**config.mk**
```make
export PLATFORM = sky130hd
export DESIGN_NAME = heightfield_cell_fill_classifier_unit
export DESIGN_NICKNAME = d
export VERILOG_FILES = /design/src/design/hfcfc_pkg.sv /design/src/design/heightfield_cell_fill_classifier_unit.sv
export SDC_FILE = /design/constraint.sdc
export NUM_CORES = 2
export LEC_CHECK = 0
export ABC_AREA = 1
export BUFFER_PORTS_ARGS = -buffer_cell sky130_fd_sc_hd__buf_4
export CAP_MARGIN = 15
export CORE_ASPECT_RATIO = 0.8
export CORE_MARGIN = 2
export CORE_UTILIZATION = 65
export DETAILED_ROUTE_END_ITERATION = 8
export GPL_TIMING_DRIVEN = 0
export PLACE_DENSITY = 0.85
export SLEW_MARGIN = 40
export SYNTH_ARGS = -nofsm -noshare
export SYNTH_HDL_FRONTEND = slang
export SYNTH_SLANG_ARGS = --single-unit
```
**constraint.sdc**
```tcl
create_clock -name clk_i -period 6.6 [get_ports clk_i]
set_clock_uncertainty 0.1 [all_clocks]
set_input_delay 1.98 -clock clk_i [delete_from_list [all_inputs] [get_ports clk_i]]
set_output_delay 1.98 -clock clk_i [all_outputs]
set_load 0.1 [all_outputs]
```
**src/design/hfcfc_pkg.sv**
```systemverilog
// ----------------------------------------------------------------------------
// hfcfc_pkg: shared constants and helpers for the cell fill classifier
// Fixed-point widths, register map and small min/max helpers.
// ----------------------------------------------------------------------------
package hfcfc_pkg;

  // Fixed-point format of heights and depths
  localparam int unsigned VALUE_BITS    = 32;
  localparam int unsigned FRACTION_BITS = 16;

  // Configuration registers are one bit narrower than a value
  localparam int unsigned REG_BITS  = VALUE_BITS - 1;
  // Fill ratio: Q0.FRACTION_BITS plus one bit for exactly 1.0
  localparam int unsigned FILL_BITS = FRACTION_BITS + 1;

  // Working width for signed sums and compares on doubled values
  localparam int unsigned CALC_BITS = VALUE_BITS + 3;
  // Divisor: max - min + 2 * margin stays below 2^(VALUE_BITS+2)
  localparam int unsigned DEN_BITS  = VALUE_BITS + 2;
  // Partial remainder before the subtract: below twice the divisor
  localparam int unsigned REM_BITS  = VALUE_BITS + 3;

  // APB register map
  localparam int unsigned PDATA_BITS = 32;
  localparam int unsigned ADDR_BITS  = 3;
  localparam logic REG_HEIGHT_MARGIN   = 1'b0;
  localparam logic REG_DRY_DEPTH_LIMIT = 1'b1;

  // Edges from an accepted item to the edge that samples its result strobe
  localparam int unsigned PIPE_DEPTH = FRACTION_BITS + 3;

  typedef logic signed [VALUE_BITS-1:0] value_t;

  function automatic value_t smin(input value_t a, input value_t b);
    return (a < b) ? a : b;
  endfunction

  function automatic value_t smax(input value_t a, input value_t b);
    return (a > b) ? a : b;
  endfunction

endpackage

```
**src/design/heightfield_cell_fill_classifier_unit.sv**
```systemverilog
// ----------------------------------------------------------------------------
// heightfield_cell_fill_classifier_unit: heightfield cell fill classifier
// Classifies one grid cell per clock as dry, partly filled or full.
// ----------------------------------------------------------------------------
// Usage:
//   Command channel: drive the cell heights and depths with start_i high; the
//   item is taken at that edge. busy_o stays low, so one item enters every
//   clock and items may follow back to back without gaps.
//   Result channel: done_o marks one cycle in which is_active_o and
//   fill_ratio_o hold the result. Results leave in input order.
//   Throughput: one item per cycle. The restoring divider retires one
//   quotient bit per pipeline stage; min/max is registered at the accepting
//   edge, and the bound compares and the output register add one stage each.
//   Configuration: APB port, height_margin at 0x0, dry_depth_limit at 0x4.
//   Write only while the pipeline is empty. pready is always high.
//   Reset: clears the stage valid bits and both registers; no result is
//   presented until a new item enters. The receiver cannot stall, so the
//   pipeline never holds.
// ----------------------------------------------------------------------------
module heightfield_cell_fill_classifier_unit (
  input  logic                                         clk_i,
  input  logic                                         rst_ni,
  // Command channel
  input  logic                                         start_i,
  output logic                                         busy_o,
  input  logic signed [hfcfc_pkg::VALUE_BITS-1:0]      center_height_i,
  input  logic signed [hfcfc_pkg::VALUE_BITS-1:0]      height_sw_i,
  input  logic signed [hfcfc_pkg::VALUE_BITS-1:0]      height_nw_i,
  input  logic signed [hfcfc_pkg::VALUE_BITS-1:0]      height_se_i,
  input  logic signed [hfcfc_pkg::VALUE_BITS-1:0]      height_ne_i,
  input  logic signed [hfcfc_pkg::VALUE_BITS-1:0]      center_depth_i,
  input  logic signed [hfcfc_pkg::VALUE_BITS-1:0]      depth_sw_i,
  input  logic signed [hfcfc_pkg::VALUE_BITS-1:0]      depth_nw_i,
  input  logic signed [hfcfc_pkg::VALUE_BITS-1:0]      depth_se_i,
  input  logic signed [hfcfc_pkg::VALUE_BITS-1:0]      depth_ne_i,
  // Result channel
  output logic                                         done_o,
  output logic                                         is_active_o,
  output logic        [hfcfc_pkg::FILL_BITS-1:0]       fill_ratio_o,
  // APB configuration port
  input  logic                                         psel,
  input  logic                                         penable,
  input  logic                                         pwrite,
  input  logic        [hfcfc_pkg::ADDR_BITS-1:0]       paddr,
  input  logic        [hfcfc_pkg::PDATA_BITS-1:0]      pwdata,
  output logic        [hfcfc_pkg::PDATA_BITS-1:0]      prdata,
  output logic                                         pready
);

  localparam int unsigned VB = hfcfc_pkg::VALUE_BITS;
  localparam int unsigned FB = hfcfc_pkg::FRACTION_BITS;
  localparam int unsigned RB = hfcfc_pkg::REG_BITS;
  localparam int unsigned CB = hfcfc_pkg::CALC_BITS;
  localparam int unsigned DB = hfcfc_pkg::DEN_BITS;
  localparam int unsigned MB = hfcfc_pkg::REM_BITS;

  typedef enum logic [1:0] {
    KIND_DRY,
    KIND_FULL,
    KIND_ZERO,
    KIND_DIV
  } kind_e;

  // --------------------------------------------------------------------------
  // Configuration registers
  // --------------------------------------------------------------------------
  logic [RB-1:0] height_margin_q;
  logic [RB-1:0] dry_depth_limit_q;
  logic          cfg_wr;
  logic          cfg_idx;

  assign pready  = 1'b1;
  assign cfg_wr  = psel && penable && pwrite && pready;
  assign cfg_idx = paddr[hfcfc_pkg::ADDR_BITS-1];

  // Write the addressed register
  always_ff @(posedge clk_i or negedge rst_ni) begin
    if (!rst_ni) begin
      height_margin_q   <= '0;
      dry_depth_limit_q <= '0;
    end else if (cfg_wr) begin
      unique case (cfg_idx)
        hfcfc_pkg::REG_HEIGHT_MARGIN:   height_margin_q   <= pwdata[RB-1:0];
        hfcfc_pkg::REG_DRY_DEPTH_LIMIT: dry_depth_limit_q <= pwdata[RB-1:0];
        default: ;
      endcase
    end
  end

  // Read back the addressed register
  always_comb begin
    unique case (cfg_idx)
      hfcfc_pkg::REG_HEIGHT_MARGIN:
        prdata = hfcfc_pkg::PDATA_BITS'(height_margin_q);
      hfcfc_pkg::REG_DRY_DEPTH_LIMIT:
        prdata = hfcfc_pkg::PDATA_BITS'(dry_depth_limit_q);
      default:
        prdata = '0;
    endcase
  end

  // --------------------------------------------------------------------------
  // Stage 1: corner min/max
  // --------------------------------------------------------------------------
  logic                  s1_valid_q;
  hfcfc_pkg::value_t     s1_h_q, s1_d_q, s1_min_h_q, s1_max_h_q, s1_max_d_q;

  assign busy_o = 1'b0;

  always_ff @(posedge clk_i or negedge rst_ni) begin
    if (!rst_ni) begin
      s1_valid_q <= 1'b0;
    end else begin
      s1_valid_q <= start_i && !busy_o;
    end
  end

  always_ff @(posedge clk_i) begin
    s1_h_q     <= center_height_i;
    s1_d_q     <= center_depth_i;
    s1_min_h_q <= hfcfc_pkg::smin(hfcfc_pkg::smin(height_sw_i, height_nw_i),
                                  hfcfc_pkg::smin(height_se_i, height_ne_i));
    s1_max_h_q <= hfcfc_pkg::smax(hfcfc_pkg::smax(height_sw_i, height_nw_i),
                                  hfcfc_pkg::smax(height_se_i, height_ne_i));
    s1_max_d_q <= hfcfc_pkg::smax(hfcfc_pkg::smax(depth_sw_i, depth_nw_i),
                                  hfcfc_pkg::smax(depth_se_i, depth_ne_i));
  end

  // --------------------------------------------------------------------------
  // Stage 2 logic: bound compares on doubled values, divider operands
  // --------------------------------------------------------------------------
  logic signed [CB-1:0] h_x, d_x, min_h_x, max_h_x, max_d_x;
  logic signed [CB-1:0] m2_x, dry2_x, num_x, den_x;
  logic                 is_dry, is_full;
  kind_e                kind_d;

  always_comb begin
    h_x     = CB'(s1_h_q);
    d_x     = CB'(s1_d_q);
    min_h_x = CB'(s1_min_h_q);
    max_h_x = CB'(s1_max_h_q);
    max_d_x = CB'(s1_max_d_q);
    m2_x    = $signed({{(CB-RB-1){1'b0}}, height_margin_q, 1'b0});
    dry2_x  = $signed({{(CB-RB-1){1'b0}}, dry_depth_limit_q, 1'b0});
    num_x   = h_x - min_h_x;
    den_x   = max_h_x - min_h_x + m2_x;
    is_dry  = (h_x <= min_h_x) && ((max_d_x + d_x) < dry2_x);
    is_full = (h_x - max_h_x) > m2_x;
    // Pick the outcome; the divider quotient is used only for a strict fraction
    if (is_dry) begin
      kind_d = KIND_DRY;
    end else if (is_full) begin
      kind_d = KIND_FULL;
    end else if (num_x <= 0) begin
      kind_d = KIND_ZERO;
    end else if (num_x >= den_x) begin
      kind_d = KIND_FULL;
    end else begin
      kind_d = KIND_DIV;
    end
  end

  // --------------------------------------------------------------------------
  // Divider pipeline: entry 0 holds operands, entry i holds i quotient bits
  // --------------------------------------------------------------------------
  logic          div_valid_q [0:FB];
  kind_e         div_kind_q  [0:FB];
  logic [MB-1:0] div_rem_q   [0:FB];
  logic [DB-1:0] div_den_q   [0:FB];
  logic [FB-1:0] div_quo_q   [0:FB];

  logic [MB-1:0] step_shift  [0:FB-1];
  logic          step_ge     [0:FB-1];
  logic [MB-1:0] step_rem    [0:FB-1];
  logic [FB-1:0] step_quo    [0:FB-1];

  // One restoring division step per stage
  always_comb begin
    for (int i = 0; i < FB; i++) begin
      step_shift[i] = {div_rem_q[i][MB-2:0], 1'b0};
      step_ge[i]    = step_shift[i] >= MB'(div_den_q[i]);
      step_rem[i]   = step_ge[i] ? (step_shift[i] - MB'(div_den_q[i])) : step_shift[i];
      step_quo[i]   = {div_quo_q[i][FB-2:0], step_ge[i]};
    end
  end

  // Advance valid bits
  always_ff @(posedge clk_i or negedge rst_ni) begin
    if (!rst_ni) begin
      for (int i = 0; i <= FB; i++) begin
        div_valid_q[i] <= 1'b0;
      end
    end else begin
      div_valid_q[0] <= s1_valid_q;
      for (int i = 1; i <= FB; i++) begin
        div_valid_q[i] <= div_valid_q[i-1];
      end
    end
  end

  // Advance payload
  always_ff @(posedge clk_i) begin
    div_kind_q[0] <= kind_d;
    div_rem_q[0]  <= MB'(num_x[DB-1:0]);
    div_den_q[0]  <= den_x[DB-1:0];
    div_quo_q[0]  <= '0;
    for (int i = 1; i <= FB; i++) begin
      div_kind_q[i] <= div_kind_q[i-1];
      div_rem_q[i]  <= step_rem[i-1];
      div_den_q[i]  <= div_den_q[i-1];
      div_quo_q[i]  <= step_quo[i-1];
    end
  end

  // --------------------------------------------------------------------------
  // Output stage: select fill ratio and register the result
  // --------------------------------------------------------------------------
  logic                 done_q;
  logic                 active_q;
  logic [FB:0]          fill_q;
  logic                 active_d;
  logic [FB:0]          fill_d;

  always_comb begin
    case (div_kind_q[FB])
      KIND_DRY: begin
        active_d = 1'b0;
        fill_d   = '0;
      end
      KIND_FULL: begin
        active_d = 1'b1;
        fill_d   = {1'b1, {FB{1'b0}}};
      end
      KIND_ZERO: begin
        active_d = 1'b1;
        fill_d   = '0;
      end
      default: begin
        active_d = 1'b1;
        fill_d   = {1'b0, div_quo_q[FB]};
      end
    endcase
  end

  always_ff @(posedge clk_i or negedge rst_ni) begin
    if (!rst_ni) begin
      done_q <= 1'b0;
    end else begin
      done_q <= div_valid_q[FB];
    end
  end

  always_ff @(posedge clk_i) begin
    active_q <= active_d;
    fill_q   <= fill_d;
  end

  assign done_o       = done_q;
  assign is_active_o  = active_q;
  assign fill_ratio_o = fill_q;

  // --------------------------------------------------------------------------
  // Assertions
  // --------------------------------------------------------------------------
  // A result appears only for an accepted item, looked up with PIPE_DEPTH
  a_done_latency : assert property (@(posedge clk_i) disable iff (!rst_ni)
    done_o |-> $past(start_i && !busy_o, hfcfc_pkg::PIPE_DEPTH))
    else $error("result strobe without a matching accepted item");

  // A dry cell reports zero fill
  a_dry_zero : assert property (@(posedge clk_i) disable iff (!rst_ni)
    (done_o && !is_active_o) |-> (fill_ratio_o == '0))
    else $error("dry cell with nonzero fill");

  // Fill never exceeds one
  a_fill_range : assert property (@(posedge clk_i) disable iff (!rst_ni)
    done_o |-> (fill_ratio_o <= {1'b1, {FB{1'b0}}}))
    else $error("fill ratio above one");

endmodule
```
---- Yosys cells after proc, flatten, opt, wreduce, memory -nomap -nowiden ----
Memory sizes are Yosys's and may differ from the RTL's.
Index checks and enable logic that the tools add are counted.
cells by class
  add/sub/neg operators ................... 21
  reduce and logical (&&, ||, !) cells .... 7
  equality and inequality tests ........... 2
  bitwise logic cells ..................... 1
  muxes and demuxes ....................... 32
  order comparisons ....................... 30
operators by type and width
  kind                 count
  $ge 35x34->1         16
  $mux 35              16
  $sub 35x34->35       16
  $mux 32              9
  $gt 32x32->1         6
  $sub 32x32->33       3
  $lt 32x32->1         3
  $pmux 32 s2          1
  $add 33x33->34       1
  $ge 33x34->1         1
  $pmux 17 s2          1
  $add 32x32->33       1
  $gt 33x33->1         1
  $le 33x1->1 const B  1
  $lt 33x33->1         1
  $le 32x32->1         1
  $mux 2               4
  $reduce_and 2->1     2
  $logic_and 1x1->1    3
  $eq 2x1->1 const B   1
  $eq 2x2->1 const B   1
  $logic_not 2->1      1
  $reduce_or 2->1      1
  $mux 1               1
  $not 1->1            1
word-level totals
  memories ................................ 4
  input bits .............................. 361
  register bits ........................... 259
  output and inout bits ................... 53
  RAM bits ................................ 1,479
  logic and storage cells ................. 125
memory list
  name        depth  bits a word  read ports  clocked after Yosys merged registers in  wr ports  line                                          text
  div_rem_q   17     35           16          0                                        17        heightfield_cell_fill_classifier_unit.sv:168  logic [MB-1:0] div_rem_q [0:FB];
  div_den_q   17     34           16          0                                        17        heightfield_cell_fill_classifier_unit.sv:169  logic [DB-1:0] div_den_q [0:FB];
  div_quo_q   17     16           17          0                                        17        heightfield_cell_fill_classifier_unit.sv:170  logic [FB-1:0] div_quo_q [0:FB];
  div_kind_q  17     2            17          0                                        17        heightfield_cell_fill_classifier_unit.sv:167  kind_e div_kind_q [0:FB];

---- Depth between registers and ports, before layout ----
  word-level depth ........................ 7
  depth in mapped cells ................... 36
  gate-level depth less buffers ........... 36

---- Worst setup path before layout ----
Ideal clock, no wire load.
  path kind ............................... input -> output
  start point ............................. input paddr[2] (netlist name)
  end point ............................... output prdata[21] (netlist name)
  stages .................................. 3
  buffers on the path ..................... 2
  slack ................................... 0.055 ns
  required time ........................... 4.520 ns
  data arrival time ....................... 4.465 ns
  cells stage by stage .................... clkbuf_1 > clkbuf_1 > o21ai_0
between the ends
  word-level cells in the longest chain between the ends .. 2
ends and longest elaborated chain
  what           line                                         text
  from (decl)    heightfield_cell_fill_classifier_unit.sv:44  input logic [hfcfc_pkg::ADDR_BITS-1:0] paddr,
  $not 1->1      heightfield_cell_fill_classifier_unit.sv:92  unique case (cfg_idx)
  $pmux 32 s2 *  heightfield_cell_fill_classifier_unit.sv:92
  to (decl)      heightfield_cell_fill_classifier_unit.sv:46  output logic [hfcfc_pkg::PDATA_BITS-1:0] prdata,
Every way passes the cells marked *; elsewhere a longest branch is shown, timed or not. The select of a mux whose other input is x is not followed.

---- Final worst setup path ----
  start point ............................. input height_ne_i[23] (netlist name)
  end point ............................... register s1_max_h_q[12]
between the ends
  word-level cells in the longest chain between the ends .. 4
ends and longest elaborated chain
  what                  line                                          text
  from (decl)           heightfield_cell_fill_classifier_unit.sv:30   input logic signed [hfcfc_pkg::VALUE_BITS-1:0] height_ne_i,
  $gt 32x32->1          hfcfc_pkg.sv:39                               return (a > b) ? a : b;
  $mux 32 *             hfcfc_pkg.sv:39
  $gt 32x32->1          hfcfc_pkg.sv:39
  $mux 32 *             hfcfc_pkg.sv:39
  to (signal assigned)  heightfield_cell_fill_classifier_unit.sv:123  s1_max_h_q <= hfcfc_pkg::smax(hfcfc_pkg::smax(height_sw_i, height_nw_i),
  to (decl)             heightfield_cell_fill_classifier_unit.sv:106  hfcfc_pkg::value_t s1_h_q, s1_d_q, s1_min_h_q, s1_max_h_q, s1_max_d_q;
Every way passes the cells marked *; elsewhere a longest branch is shown, timed or not.
A chain may end at the register's enable or synchronous reset.

==> impl_metrics.tcl <==
set metrics [dict create \
    status "finished clean" \
    synth_area_mm2 0.0842 \
    synth_cells 10900 \
    insertion_delay_ns 0.83 \
    antenna_found_initial 9 \
    synth.most_common_cell "nand2_1" \
    slowest_delay_ns 0.35 \
    gp_congestion 1.01 \
    worstMarginPinSlew_ns 0.944 \
    critPathKind "input pin to flip-flop" \
    cts_hold_buf 0 \
    via_count 78600 \
    die_w_um 406 \
    firstDrtPassIters 6 \
    worstHoldStart "div_quo_q[0][193]" \
    hold_path_class "flip-flop to flip-flop" \
    grt_pass1_vias 75300 \
    die-area_mm2 0.132 \
    avgSynthCellArea_um2 7.74 \
    seq_area_frac_synth 0.365 \
    path_common_cell "nand2_1" \
    yosys_warnings 0 \
    drt-total-wl_mm 272 \
    synth-main-ff-cell "dfxtp_1" \
    regArea_mm2 0.0308 \
    cp_slowest_cell "nor3b_4" \
    drt_iter0_markers 9102 \
    yosysTopAreaCellShare 0.341 \
    relSlewSlack 0.363 \
    clk_pin_slew_ns 0.07 \
    portBuffers 406 \
    cts_buffers 144 \
    period_needed_ns 6.42 \
    final_core_util 0.734 \
    rrSetupSlack_ns 0.70 \
    clock-sinks 1516 \
    max-cap-violations 0 \
    hold_viol 0 \
    layout.nets 12800 \
    yosys-top-cells-area "dfxtp_1 (34%), ha_1 (15%), nand2_1 (9.4%)" \
    clockBufferDepth 3 \
    endpoint_kind "flip-flop" \
    fmax_mhz 156 \
    crit_path_start_kind "input pin" \
    final_layout_size_suffix_gt1_frac 0.0737 \
    post-place-ws_ns -1.47 \
    h-tree-depth 4 \
    whs_path_depth 0 \
    viasPerCell 5.91 \
    rr_worst_depth 31 \
    critPathRequiredTime_ns 7.20 \
    setup_viol 0 \
    fillers 9833 \
    hold_end "div_quo_q[0][210]" \
    fin_ws_ns 0.185 \
    dp_hpwl_mm 217 \
    wl_per_cell_um 20.4 \
    yosys-top-cells-count "nand2_1 (2102), inv_1 (1670), dfxtp_1 (1435), o21ai_0 (1085), ha_1 (992)" \
    rows 118 \
    grt_use_total 0.398 \
    r2r_end "div_kind_q[0][1]" \
    cp_max_fo 10 \
    synth_top_area_cell "dfxtp_1" \
    min_period_over_period 0.972 \
    grt_pass1_wl_mm 414 \
    multi_input_area_mm2 0.0464 \
    ioPinCount 414 \
    core-area_mm2 0.129 \
    synthToLayoutAreaGrowth_pct 12.5 \
    worstPathArrival_ns 7.01 \
    initial_utilization 0.652 \
    grt-ovfl-total 0 \
    synthArstFlopShare 0.0534 \
    fp.dieH_um 326 \
    grt_max_degree 82 \
    drc 0 \
    synth_seq_cells 1516 \
    slew_viol_final 0 \
    synth_edf_count 0 \
    tritoncts "built" \
    ant_nets 0 \
    r2r-start "height_margin_q[0]" \
    finalSetupTns_ns 0 \
    root_buffer "clkbuf_16" \
    synth_cell_type_count 66 \
]
-- cells in the final DEF (no fill, tap or decap), types with 21 or more instances in the layout --
cell / instances
a31oi_1: 106
o21ai_1: 48
o31ai_1: 24
fa_1: 51
clkbuf_1: 128
nand2_1: 2096
nand3_1: 278
buf_2: 26
a21oi_1: 924
a221oi_1: 34
dfrtp_1: 81
o21ai_0: 1081
inv_1: 1670
dfxtp_1: 1435
a211oi_1: 32
a21o_1: 30
nand4_1: 131
clkbuf_16: 149
nor4_1: 70
nor2_1: 608
a21boi_1: 21
xor2_1: 257
o21a_1: 44
xnor2_1: 308
o211ai_1: 36
or2_2: 30
buf_4: 417
clkbuf_8: 36
nor3_1: 77
o21ai_2: 22
o221ai_1: 37
ha_1: 991
-- worst max path at each step --
| stage | from | to | slack, ns |
|---|---|---|---|
| floorplan | paddr[2] | prdata[21] | 0.06 |
| finish | height_ne_i[23] | s1_max_h_q[12] | 0.18 |
| CTS | height_ne_i[23] | s1_max_h_q[16] | 0.04 |
| global placement | height_ne_i[23] | s1_max_h_q[16] | -1.40 |
| global route | height_ne_i[23] | s1_max_h_q[2] | -0.01 |
| detailed placement | height_ne_i[23] | s1_max_h_q[16] | -1.47 |
-- metal layers --
metal  routed length, um  vias up  part of all wire  GRT usage
li1                    -    37200                 -          -
met1              116000    36500              0.43      0.545
met2              115000     4089              0.42      0.599
met3               28600      812              0.11     0.0990
met4               11600        0             0.043      0.162
met5                   0        -                 0          0
-- flip-flops by register name (all words and copies together), names as in the netlist --
signal             count
done_o                 1
fill_ratio_o          17
s1_h_q                32
div_den_q            544
div_rem_q            543
dry_depth_limit_q     31
height_margin_q       31
s1_min_h_q            32
div_quo_q            136
is_active_o            1
div_kind_q            34
s1_max_h_q            32
s1_max_d_q            32
s1_valid_q             1
s1_d_q                32
div_valid_q           17
-- per-stage QoR --
step	area [um^2]	hold slack, ns	instances
CTS	94600	0.223	13300
global placement	89400	0.210	13000
global route	94700	0.226	13300
detailed placement	89400	0.212	13000
floorplan	84200	0.210	10900
finish	94700	0.221	13300
-- kinds of logic after synthesis --
kind of cell,count (synthesis),share of synthesized area
other cells,2,0.0000892
buf+inv,1859,0.0847
fa+ha+maj,1043,0.160
xor+xnor,565,0.0588
simple gates,3353,0.164
compound gates,2541,0.167
flops,1516,0.365
-- what timing repair did --
action,CTS,global route
pin swaps,0,1
setup buffers,0,1
cloned,0,0
endpoints found under the setup margin,72,96
resized for setup,19,55
-- cell type report --
type                            count  share of cell area
Multi-Input combinational cell   7505               0.490
Sequential cell                  1516               0.325
Timing Repair Buffer              407              0.0323
Clock buffer                      206              0.0452
Tap cell                         1740              0.0230
Buffer                            175             0.00901
Antenna cell                       11            0.000291
Inverter                         1683              0.0667
Clock inverter                     60             0.00844
-- worst max-delay path: cells and delay by family --
kind,cells,cell delay (ns)
buffers and inverters,6,0.89
adder cells (fa/ha/maj),2,0.60
AND/OR/NAND/NOR,14,2.13
AO/OA/AOI/OAI,7,1.40
Power is left out: the tool's default activity adds up to more than one toggle a clock period on the data nets, which glitch-free logic cannot reach.
